[src/sv/ffba_pkg.sv]
// ffba_pkg: shared types and constants of the first-fit block allocator
// payload structs, controller state type and status struct; no dependencies
`timescale 1ns / 1ps

package ffba_pkg;

   // fixed field widths of the request and response transactions
   localparam int IDX_FIELD_W = 4;
   localparam int AMT_W       = 16;
   localparam int CFG_CNT_W   = 5;

   // csr port geometry and register map
   localparam int PADDR_W           = 3;
   localparam int PDATA_W           = 32;
   localparam bit REG_BLOCKS_IN_USE = 1'b0;

   // request kinds
   localparam bit KIND_LOAD  = 1'b0;
   localparam bit KIND_ALLOC = 1'b1;

   typedef struct packed {
      logic                   kind;
      logic [IDX_FIELD_W-1:0] load_index;
      logic [AMT_W-1:0]       amount;
   } req_type;

   typedef struct packed {
      logic                   found;
      logic [IDX_FIELD_W-1:0] block_number;
      logic [AMT_W-1:0]       block_size;
      logic [AMT_W-1:0]       unused_after;
   } rsp_type;

   typedef enum logic [1:0] {
      ST_IDLE,
      ST_SCAN,
      ST_DELIVER
   } state_type;

   // controller status seen by the top level
   typedef struct packed {
      logic idle;
      logic deliver;
      logic ram_rd;
      logic ram_wr;
   } status_type;

endpackage

[src/sv/ffba_ram.sv]
// ffba_ram: generic single-clock ram, one write port and one registered read port
// no dependencies
`timescale 1ns / 1ps

module ffba_ram #(
   parameter int WIDTH  = 32,
   parameter int DEPTH  = 16,
   parameter int ADDR_W = (DEPTH > 1) ? $clog2(DEPTH) : 1
) (
   input  logic              clock,
   input  logic              wr_en,
   input  logic [ADDR_W-1:0] wr_addr,
   input  logic [WIDTH-1:0]  wr_data,
   input  logic              rd_en,
   input  logic [ADDR_W-1:0] rd_addr,
   output logic [WIDTH-1:0]  rd_data
);

   logic [WIDTH-1:0] mem [DEPTH];
   logic [WIDTH-1:0] rd_data_ff;

   // write port
   always_ff @(posedge clock) begin
      if (wr_en) begin
         mem[wr_addr] <= wr_data;
      end
   end

   // registered read port
   always_ff @(posedge clock) begin
      if (rd_en) begin
         rd_data_ff <= mem[rd_addr];
      end
   end

   assign rd_data = rd_data_ff;

endmodule

[src/sv/ffba_ctrl.sv]
// ffba_ctrl: block table sequencer, load writes and the first-fit scan with write-back
// depends on ffba_pkg and ffba_ram
`timescale 1ns / 1ps

module ffba_ctrl #(
   parameter int NUM_BLOCKS = 16,
   parameter int SIZE_BITS  = 16
) (
   input  logic                             clock,
   input  logic                             reset,
   input  logic                             req_valid,
   output logic                             req_ready,
   input  ffba_pkg::req_type                req_data,
   output logic                             rsp_valid,
   input  logic                             rsp_ready,
   output ffba_pkg::rsp_type                rsp_data,
   input  logic [ffba_pkg::CFG_CNT_W-1:0]   blocks_in_use,
   output ffba_pkg::status_type             status
);

   import ffba_pkg::*;

   localparam int IDX_W  = (NUM_BLOCKS > 1) ? $clog2(NUM_BLOCKS) : 1;
   localparam int CNT_W  = $clog2(NUM_BLOCKS + 1);
   localparam int LIM_W  = ((CNT_W > CFG_CNT_W) ? CNT_W : CFG_CNT_W) + 1;
   localparam int WORD_W = 2 * SIZE_BITS;
   localparam logic [LIM_W-1:0] NB_LIM = LIM_W'(NUM_BLOCKS);

   state_type        state_ff, state_in;
   logic [IDX_W-1:0] idx_ff, idx_in;
   logic [SIZE_BITS-1:0] amount_ff, amount_in;
   rsp_type          res_ff, res_in;
   rsp_type          rsp_data_ff, rsp_data_in;
   logic             rsp_valid_ff, rsp_valid_in;
   logic             rsp_load;

   logic             wr_en, rd_en;
   logic [IDX_W-1:0] wr_addr, rd_addr;
   logic [WORD_W-1:0] wr_data, rd_data;

   logic                 accept;
   logic [LIM_W-1:0]     lim_ext, limit, next_idx, load_ext;
   logic [SIZE_BITS+AMT_W-1:0] req_amt_ext;
   logic [SIZE_BITS-1:0] req_amt, rd_rem, rd_orig, new_rem;
   logic [IDX_W+IDX_FIELD_W-1:0] load_addr_ext, bn_ext;
   logic [SIZE_BITS+AMT_W-1:0]   bs_ext, ua_ext;
   logic                 hit;

   // block table: original size in the upper half, remaining size in the lower half
   ffba_ram #(
      .WIDTH (WORD_W),
      .DEPTH (NUM_BLOCKS)
   ) u_table (
      .clock   (clock),
      .wr_en   (wr_en),
      .wr_addr (wr_addr),
      .wr_data (wr_data),
      .rd_en   (rd_en),
      .rd_addr (rd_addr),
      .rd_data (rd_data)
   );

   // search limit, request fields and compare of the entry just read
   always_comb begin
      lim_ext       = {{(LIM_W - CFG_CNT_W){1'b0}}, blocks_in_use};
      limit         = (lim_ext > NB_LIM) ? NB_LIM : lim_ext;
      next_idx      = {{(LIM_W - IDX_W){1'b0}}, idx_ff} + LIM_W'(1);
      load_ext      = {{(LIM_W - IDX_FIELD_W){1'b0}}, req_data.load_index};
      load_addr_ext = {{IDX_W{1'b0}}, req_data.load_index};
      req_amt_ext   = {{SIZE_BITS{1'b0}}, req_data.amount};
      req_amt       = req_amt_ext[SIZE_BITS-1:0];
      rd_rem        = rd_data[SIZE_BITS-1:0];
      rd_orig       = rd_data[WORD_W-1:SIZE_BITS];
      hit           = (rd_rem >= amount_ff);
      new_rem       = rd_rem - amount_ff;
      bn_ext        = {{IDX_FIELD_W{1'b0}}, idx_ff};
      bs_ext        = {{AMT_W{1'b0}}, rd_orig};
      ua_ext        = {{AMT_W{1'b0}}, new_rem};
   end

   assign req_ready = (state_ff == ST_IDLE);
   assign accept    = req_valid && req_ready;

   // next state, ram control and result capture
   always_comb begin
      state_in  = state_ff;
      idx_in    = idx_ff;
      amount_in = amount_ff;
      res_in    = res_ff;
      wr_en     = 1'b0;
      wr_addr   = idx_ff;
      wr_data   = {rd_orig, new_rem};
      rd_en     = 1'b0;
      rd_addr   = '0;
      rsp_load  = 1'b0;
      case (state_ff)
         ST_IDLE: begin
            if (accept) begin
               if (req_data.kind == KIND_LOAD) begin
                  // loads beyond the table are dropped
                  wr_en   = (load_ext < NB_LIM);
                  wr_addr = load_addr_ext[IDX_W-1:0];
                  wr_data = {req_amt, req_amt};
               end else begin
                  amount_in = req_amt;
                  idx_in    = '0;
                  if (limit == '0) begin
                     res_in   = '0;
                     state_in = ST_DELIVER;
                  end else begin
                     rd_en    = 1'b1;
                     state_in = ST_SCAN;
                  end
               end
            end
         end
         ST_SCAN: begin
            if (hit) begin
               // write back the reduced remaining size
               wr_en               = 1'b1;
               res_in.found        = 1'b1;
               res_in.block_number = bn_ext[IDX_FIELD_W-1:0];
               res_in.block_size   = bs_ext[AMT_W-1:0];
               res_in.unused_after = ua_ext[AMT_W-1:0];
               state_in            = ST_DELIVER;
            end else if (next_idx >= limit) begin
               res_in   = '0;
               state_in = ST_DELIVER;
            end else begin
               rd_en    = 1'b1;
               rd_addr  = next_idx[IDX_W-1:0];
               idx_in   = next_idx[IDX_W-1:0];
            end
         end
         ST_DELIVER: begin
            if (!rsp_valid_ff || rsp_ready) begin
               rsp_load = 1'b1;
               state_in = ST_IDLE;
            end
         end
         default: begin
            state_in = ST_IDLE;
         end
      endcase
   end

   // output register
   always_comb begin
      rsp_data_in  = rsp_load ? res_ff : rsp_data_ff;
      rsp_valid_in = rsp_load || (rsp_valid_ff && !rsp_ready);
   end

   always_ff @(posedge clock) begin
      if (reset) begin
         state_ff     <= ST_IDLE;
         rsp_valid_ff <= 1'b0;
      end else begin
         state_ff     <= state_in;
         rsp_valid_ff <= rsp_valid_in;
      end
   end

   always_ff @(posedge clock) begin
      idx_ff      <= idx_in;
      amount_ff   <= amount_in;
      res_ff      <= res_in;
      rsp_data_ff <= rsp_data_in;
   end

   assign rsp_valid = rsp_valid_ff;
   assign rsp_data  = rsp_data_ff;

   assign status.idle    = (state_ff == ST_IDLE);
   assign status.deliver = (state_ff == ST_DELIVER);
   assign status.ram_rd  = rd_en;
   assign status.ram_wr  = wr_en;

endmodule

[src/sv/first_fit_block_allocator.sv]
// first_fit_block_allocator: top level, csr register and the table sequencer
// depends on ffba_pkg and ffba_ctrl
`timescale 1ns / 1ps
//
// Usage
//   req channel (valid/ready) carries load and allocate transactions. A load
//   writes one block's size as both its original and remaining size and
//   returns nothing. An allocate searches blocks 0 .. limit-1 for the first
//   one whose remaining size covers the request, subtracts the request and
//   returns one rsp transaction (found, block number, original size, rest).
//   limit is blocks_in_use (csr register at byte address 0), capped at
//   NUM_BLOCKS; write it only while the block is idle.
// Timing
//   A load is written in the cycle of acceptance. An allocate goes from idle to
//   scan, which tests positions 0 .. limit-1 up to the first fit or the end of
//   the range, then to deliver and back to idle; limit 0 skips the scan.
//   The scan reads one table entry per cycle through the single read port of
//   the table ram. The result sits in an output register, so a stalled rsp side
//   does not stop new loads; a second result waits until the first is taken.
// Reset
//   Reset clears the sequencer state, the output valid flag and blocks_in_use. The
//   table contents are undefined until loaded; there is no clearing pass.

module first_fit_block_allocator #(
   parameter int NUM_BLOCKS = 16,
   parameter int SIZE_BITS  = 16
) (
   input  logic                           clock,
   input  logic                           reset,
   input  logic                           req_valid,
   output logic                           req_ready,
   input  ffba_pkg::req_type              req_data,
   output logic                           rsp_valid,
   input  logic                           rsp_ready,
   output ffba_pkg::rsp_type              rsp_data,
   input  logic                           csr_psel,
   input  logic                           csr_penable,
   input  logic                           csr_pwrite,
   input  logic [ffba_pkg::PADDR_W-1:0]   csr_paddr,
   input  logic [ffba_pkg::PDATA_W-1:0]   csr_pwdata,
   output logic [ffba_pkg::PDATA_W-1:0]   csr_prdata,
   output logic                           csr_pready
);

   import ffba_pkg::*;

   logic [CFG_CNT_W-1:0] blocks_in_use_ff, blocks_in_use_in;
   logic                 csr_wr;
   status_type           status;

   // csr write transaction
   assign csr_pready = 1'b1;
   assign csr_wr     = csr_psel && csr_penable && csr_pwrite && csr_pready;

   always_comb begin
      blocks_in_use_in = blocks_in_use_ff;
      if (csr_wr && (csr_paddr[2] == REG_BLOCKS_IN_USE)) begin
         blocks_in_use_in = csr_pwdata[CFG_CNT_W-1:0];
      end
   end

   always_ff @(posedge clock) begin
      if (reset) begin
         blocks_in_use_ff <= '0;
      end else begin
         blocks_in_use_ff <= blocks_in_use_in;
      end
   end

   // csr read data
   always_comb begin
      csr_prdata = '0;
      if (csr_paddr[2] == REG_BLOCKS_IN_USE) begin
         csr_prdata = {{(PDATA_W - CFG_CNT_W){1'b0}}, blocks_in_use_ff};
      end
   end

   // table sequencer
   ffba_ctrl #(
      .NUM_BLOCKS (NUM_BLOCKS),
      .SIZE_BITS  (SIZE_BITS)
   ) u_ctrl (
      .clock         (clock),
      .reset         (reset),
      .req_valid     (req_valid),
      .req_ready     (req_ready),
      .req_data      (req_data),
      .rsp_valid     (rsp_valid),
      .rsp_ready     (rsp_ready),
      .rsp_data      (rsp_data),
      .blocks_in_use (blocks_in_use_ff),
      .status        (status)
   );

   // table reads and writes never share a cycle
   a_no_rd_wr_overlap: assert property (@(posedge clock) disable iff (reset)
      !(status.ram_rd && status.ram_wr))
      else $error("table read and write in the same cycle");

   // an accepted allocate keeps the sequencer busy the next cycle
   a_alloc_busy: assert property (@(posedge clock) disable iff (reset)
      (req_valid && req_ready && (req_data.kind == KIND_ALLOC)) |=> !status.idle)
      else $error("allocate transaction did not start a search");

   // a new result only comes out of the deliver state
   a_rsp_from_deliver: assert property (@(posedge clock) disable iff (reset)
      $rose(rsp_valid) |-> $past(status.deliver))
      else $error("response raised outside the deliver state");

endmodule
[config.mk]
export PLATFORM = sky130hd
export DESIGN_NAME = first_fit_block_allocator
export DESIGN_NICKNAME = d
export VERILOG_FILES = /design/src/sv/ffba_pkg.sv /design/src/sv/ffba_ram.sv /design/src/sv/ffba_ctrl.sv /design/src/sv/first_fit_block_allocator.sv
export SDC_FILE = /design/constraint.sdc
export NUM_CORES = 1
export LEC_CHECK = 0
export ABC_AREA = 1
export BUFFER_PORTS_ARGS = -buffer_cell sky130_fd_sc_hd__buf_2
export CAP_MARGIN = 25
export CORE_MARGIN = 3
export CORE_UTILIZATION = 58
export CTS_BUF_LIST = sky130_fd_sc_hd__clkbuf_4
export CTS_CLUSTER_DIAMETER = 120
export DETAILED_ROUTE_END_ITERATION = 16
export GPL_ROUTABILITY_DRIVEN = 0
export PLACE_DENSITY_LB_ADDON = 0.25
export SYNTH_ARGS = -nofsm -noshare
export SYNTH_HDL_FRONTEND = slang
export SYNTH_SLANG_ARGS = --single-unit
[constraint.sdc]
create_clock -name clock -period 3.8 [get_ports clock]
set_input_delay 0.76 -clock clock [delete_from_list [all_inputs] [get_ports clock]]
set_output_delay 0.76 -clock clock [all_outputs]
set_load 0.005 [all_outputs]
==> metrics.md <==
| Metric | Value |
|---|---|
| Layout cells sized above 1 | `0.192` |
| Commonest cells post-synth | `edfxtp_1, inv_1, nand3_1, nand2_1, nor2_1` |
| Worst setup EP type | `flop` |
| Die width | `229 um` |
| Status | `finished clean` |
| Worst skew pair latency | `970 ps` |
| Critical Path Most Common Cell | `nand2_1` |
| CP bufs+invs | `2` |
| Synth cell types | `36` |
| Initial DRC count | `2382` |
| Clock network power share | `0.374` |
| Cell area after synthesis | `28800 um^2` |
| Worst rel slew slack | `0.393` |
| Max-Cap Viols | `0` |
| Vias in the first global route | `19600` |
| Critical path startpoint category | `flop` |
| Layout Skew | `39.5 ps` |
| CP Cell Sequence | `ha_1, xor2_1, ha_1, nand2_1, nor2_1, o21ai_1, nand2_1, nor2_4, nand3_2, nor2_4, inv_2, buf_4, nand3_1, nand3_1, nand2_1` |
| Final core occ | `0.675` |
| Avg Synthesized Cell Area | `10.9 um^2` |
| I/O Buffers | `77` |
| WS Path Type | `reg -> reg` |
| First-pass iteration count of the detailed router | `6` |
| Final Max Tran Viols | `0` |
| Switching share of power | `0.237` |
| Gate Count Post-Synth | `2646` |
| Predominant post-synthesis flop cell | `edfxtp_1` |
| Clock Tree Buf Depth | `3` |
| Antenna violations before repair | `1` |
| # setup viols final | `0` |
| Switching power | `0.00354 W` |
| Slowest-stage cell, CP | `edfxtp_1` |
| Setup TNS | `0 ps` |
| Crit path max-delay family | `simple AND/OR/NAND/NOR gates` |
| Sequential fraction of the synthesis area | `0.672` |
| Yosys top cell area share | `0.666` |
| Fin area | `32600 um^2` |
| Clk sinks | `646` |
| Hold WS | `111 ps` |
| Arrival time at the worst endpoint | `4410 ps` |
| PD cells | `457 nW/um^2` |
| Worst-path clk slew | `70 ps` |
| Largest family of logic cells by synthesized area | `simple AND/OR/NAND/NOR gates` |
| Synth Area in Compound Gates | `0.0308` |
| # rows | `80` |
| Internal | `0.0114 W` |
| Final cycle utilization of the critical path | `0.944` |
| Largest net degree at the start of global routing | `161` |
| Sequential power share | `0.549` |
| VDD IR max | `277 uV` |
| Leakage power | `13.8 nW` |
| IO Pins | `135` |
| Congestion Overflow GR | `0` |
| Final ANT Viol Nets | `0` |
| Vias | `20100` |
| CTS Buf Count | `157` |
| Starting Density | `0.595` |
| Critical Path Fanout Max | `40` |
| Tightest Hold Check Type | `in -> reg` |
| Final nets | `2940` |
| Fraction of the mapped netlist area in simple logic gates | `0.187` |
| Wire length of the first global-routing pass | `109 mm` |
| Area delta synth->final | `13.4%` |
| Worst Tran Pin Value | `908 ps` |
| GRT Total Usage | `0.272` |
| Vias per std cell | `5.56` |
| Combinational power share | `0.077` |
| Root Buffer Master | `clkbuf_4` |
| Die ar. | `52300 um^2` |
| Most frequent cell after synthesis | `edfxtp_1` |
| Hpwl dp | `39.0 mm` |
| Total power | `0.0149 W` |
| Post-synth EDFFs | `638` |
| DR WL/cell | `19.6 um` |
| Synth Area in XOR/XNOR | `0.00426` |
| FILL cells | `3444` |
| Total Wirelength | `71.0 mm` |
| Area after DPL | `30400 um^2` |
| Fin. Hold Viols | `0` |
| WP data required | `4620 ps` |
| Ys async rst share | `0` |
| Synthesized flop and latch total | `646` |
| F_max | `0.279 GHz` |
| Die height | `229 um` |
| CORE AREA | `48300 um^2` |
| Mux cell area share after synthesis | `0` |
| Post-Synth Adder-Cell Area | `0.0103` |
| Yosys warning count | `0` |
| Synth area leader | `edfxtp_1` |
| Top area cells in the synthesized netlist | `edfxtp_1, inv_1, nand3_1` |
| Min Tclk post-route | `3590 ps` |
| CTS tree | `done` |
| DRC errors left | `0` |
| H-tree levels | `4` |
| CP max stage delay | `510 ps` |
| RSZ-0062 raised after global routing | `false` |
worst min-delay path, delay by kind of cell:
| family | cells | cell delay, ps |
|---|---|---|
| compound gates | 1 | 50 |
| buf+inv | 1 | 100 |
| simple gates | 1 | 90 |
layout make-up:
class                      count  area, um^2  area share
timing repair buffer         197        1690      0.0518
clock buffer                 222        1670      0.0511
antenna                        1        2.50   0.0000767
multi-input combinational   1351        6970       0.213
clock inverter                47         285     0.00874
inverter                     501        1880      0.0576
tap                          656         821      0.0252
sequential                   646       19300       0.592
registers in the layout, summed over array words and instances (netlist names):
name	flops
u_ctrl.u_table.mem	512
u_ctrl.res_ff	37
u_ctrl.rsp_data	37
u_ctrl.u_table.rd_data	32
u_ctrl.amount_ff	16
blocks_in_use_ff	5
u_ctrl.idx_ff	4
u_ctrl.state_ff	2
u_ctrl.rsp_valid	1
per-layer routing:
metal / track usage / wire length (um)
met2: 0.425 / 33300
met4: 0.140 / 2860
met3: 0.0685 / 7190
met5: 0 / 0
met1: 0.356 / 27700
power by group through the flow:
stage | Combinational [W] | Clock [W] | Sequential, W
2_1_floorplan | 0.000619 | 0 | 0.00835
3_3_place_gp | 0.00108 | 0 | 0.00834
3_5_place_dp | 0.00110 | 0 | 0.00835
4_1_cts | 0.00112 | 0.00572 | 0.00819
5_1_grt | 0.00123 | 0.00609 | 0.00820
6_report | 0.00115 | 0.00558 | 0.00819
cells in the final DEF, fill, tap and decap left out, drive strengths merged:
master and instances:
nand2 267, xnor2 6, o21ai 138, ha 22
xor2 8, nand3 338, dlygate4sd3 22, fa 1
nand4 163, nor2 217, edfxtp 638, dfxtp 8
clkinv 42, clkbuf 222, diode 1, or2 128
a21oi 19, bufinv 4, o211ai 1, a211oi 6
conb 28, nor3 4, inv 502, buf 175
a21o 1, a21boi 1, a31oi 1, o21a 1
a211o 1
path summary, 6_finish.rpt:
path / from / endpoint / slack [ps] / cells past startpoint
setup / recovery: u_ctrl.idx_ff[0]$_SDFFCE_PN0P_ / u_ctrl.u_table.rd_data[4]$_DFFE_PP_ / 210 / 15
hold / removal: csr_pwdata[0] / blocks_in_use_ff[0]$_SDFFE_PP0P_ / 110 / 3
setup reg to reg: u_ctrl.idx_ff[0]$_SDFFCE_PN0P_ / u_ctrl.u_table.rd_data[4]$_DFFE_PP_ / 210 / 15
hold reg to reg: u_ctrl.res_ff[2]$_SDFFCE_PN0P_ / u_ctrl.rsp_data[2]$_DFFE_PP_ / 410 / 0
cell families (layout without fill, tap and decap cells):
logic type               Yosys count  after routing
AO/OA/AOI/OAI                    169            169
XOR/XNOR                          14             14
adder cells (fa/ha/maj)           23             23
buffers and inverters            675            967
flip-flops                       646            646
other                              2             29
AND/OR/NAND/NOR                 1117           1117
repair_timing:
item,in CTS,in global routing
setup buffers,0,2
endpoints found under the hold margin,22,0
hold buffers,22,0
resized for setup,0,0
setup endpoints to repair,0,23
through the flow:
step | worst slack, ps | instances
floorplan | 33.5 | 2672
global route | 58.9 | 3621
CTS | 183 | 3618
global placement | 300 | 3327
finish | 212 | 3621
detailed placement | 225 | 3327
No activity file was read; power rests on OpenSTA's default activity.
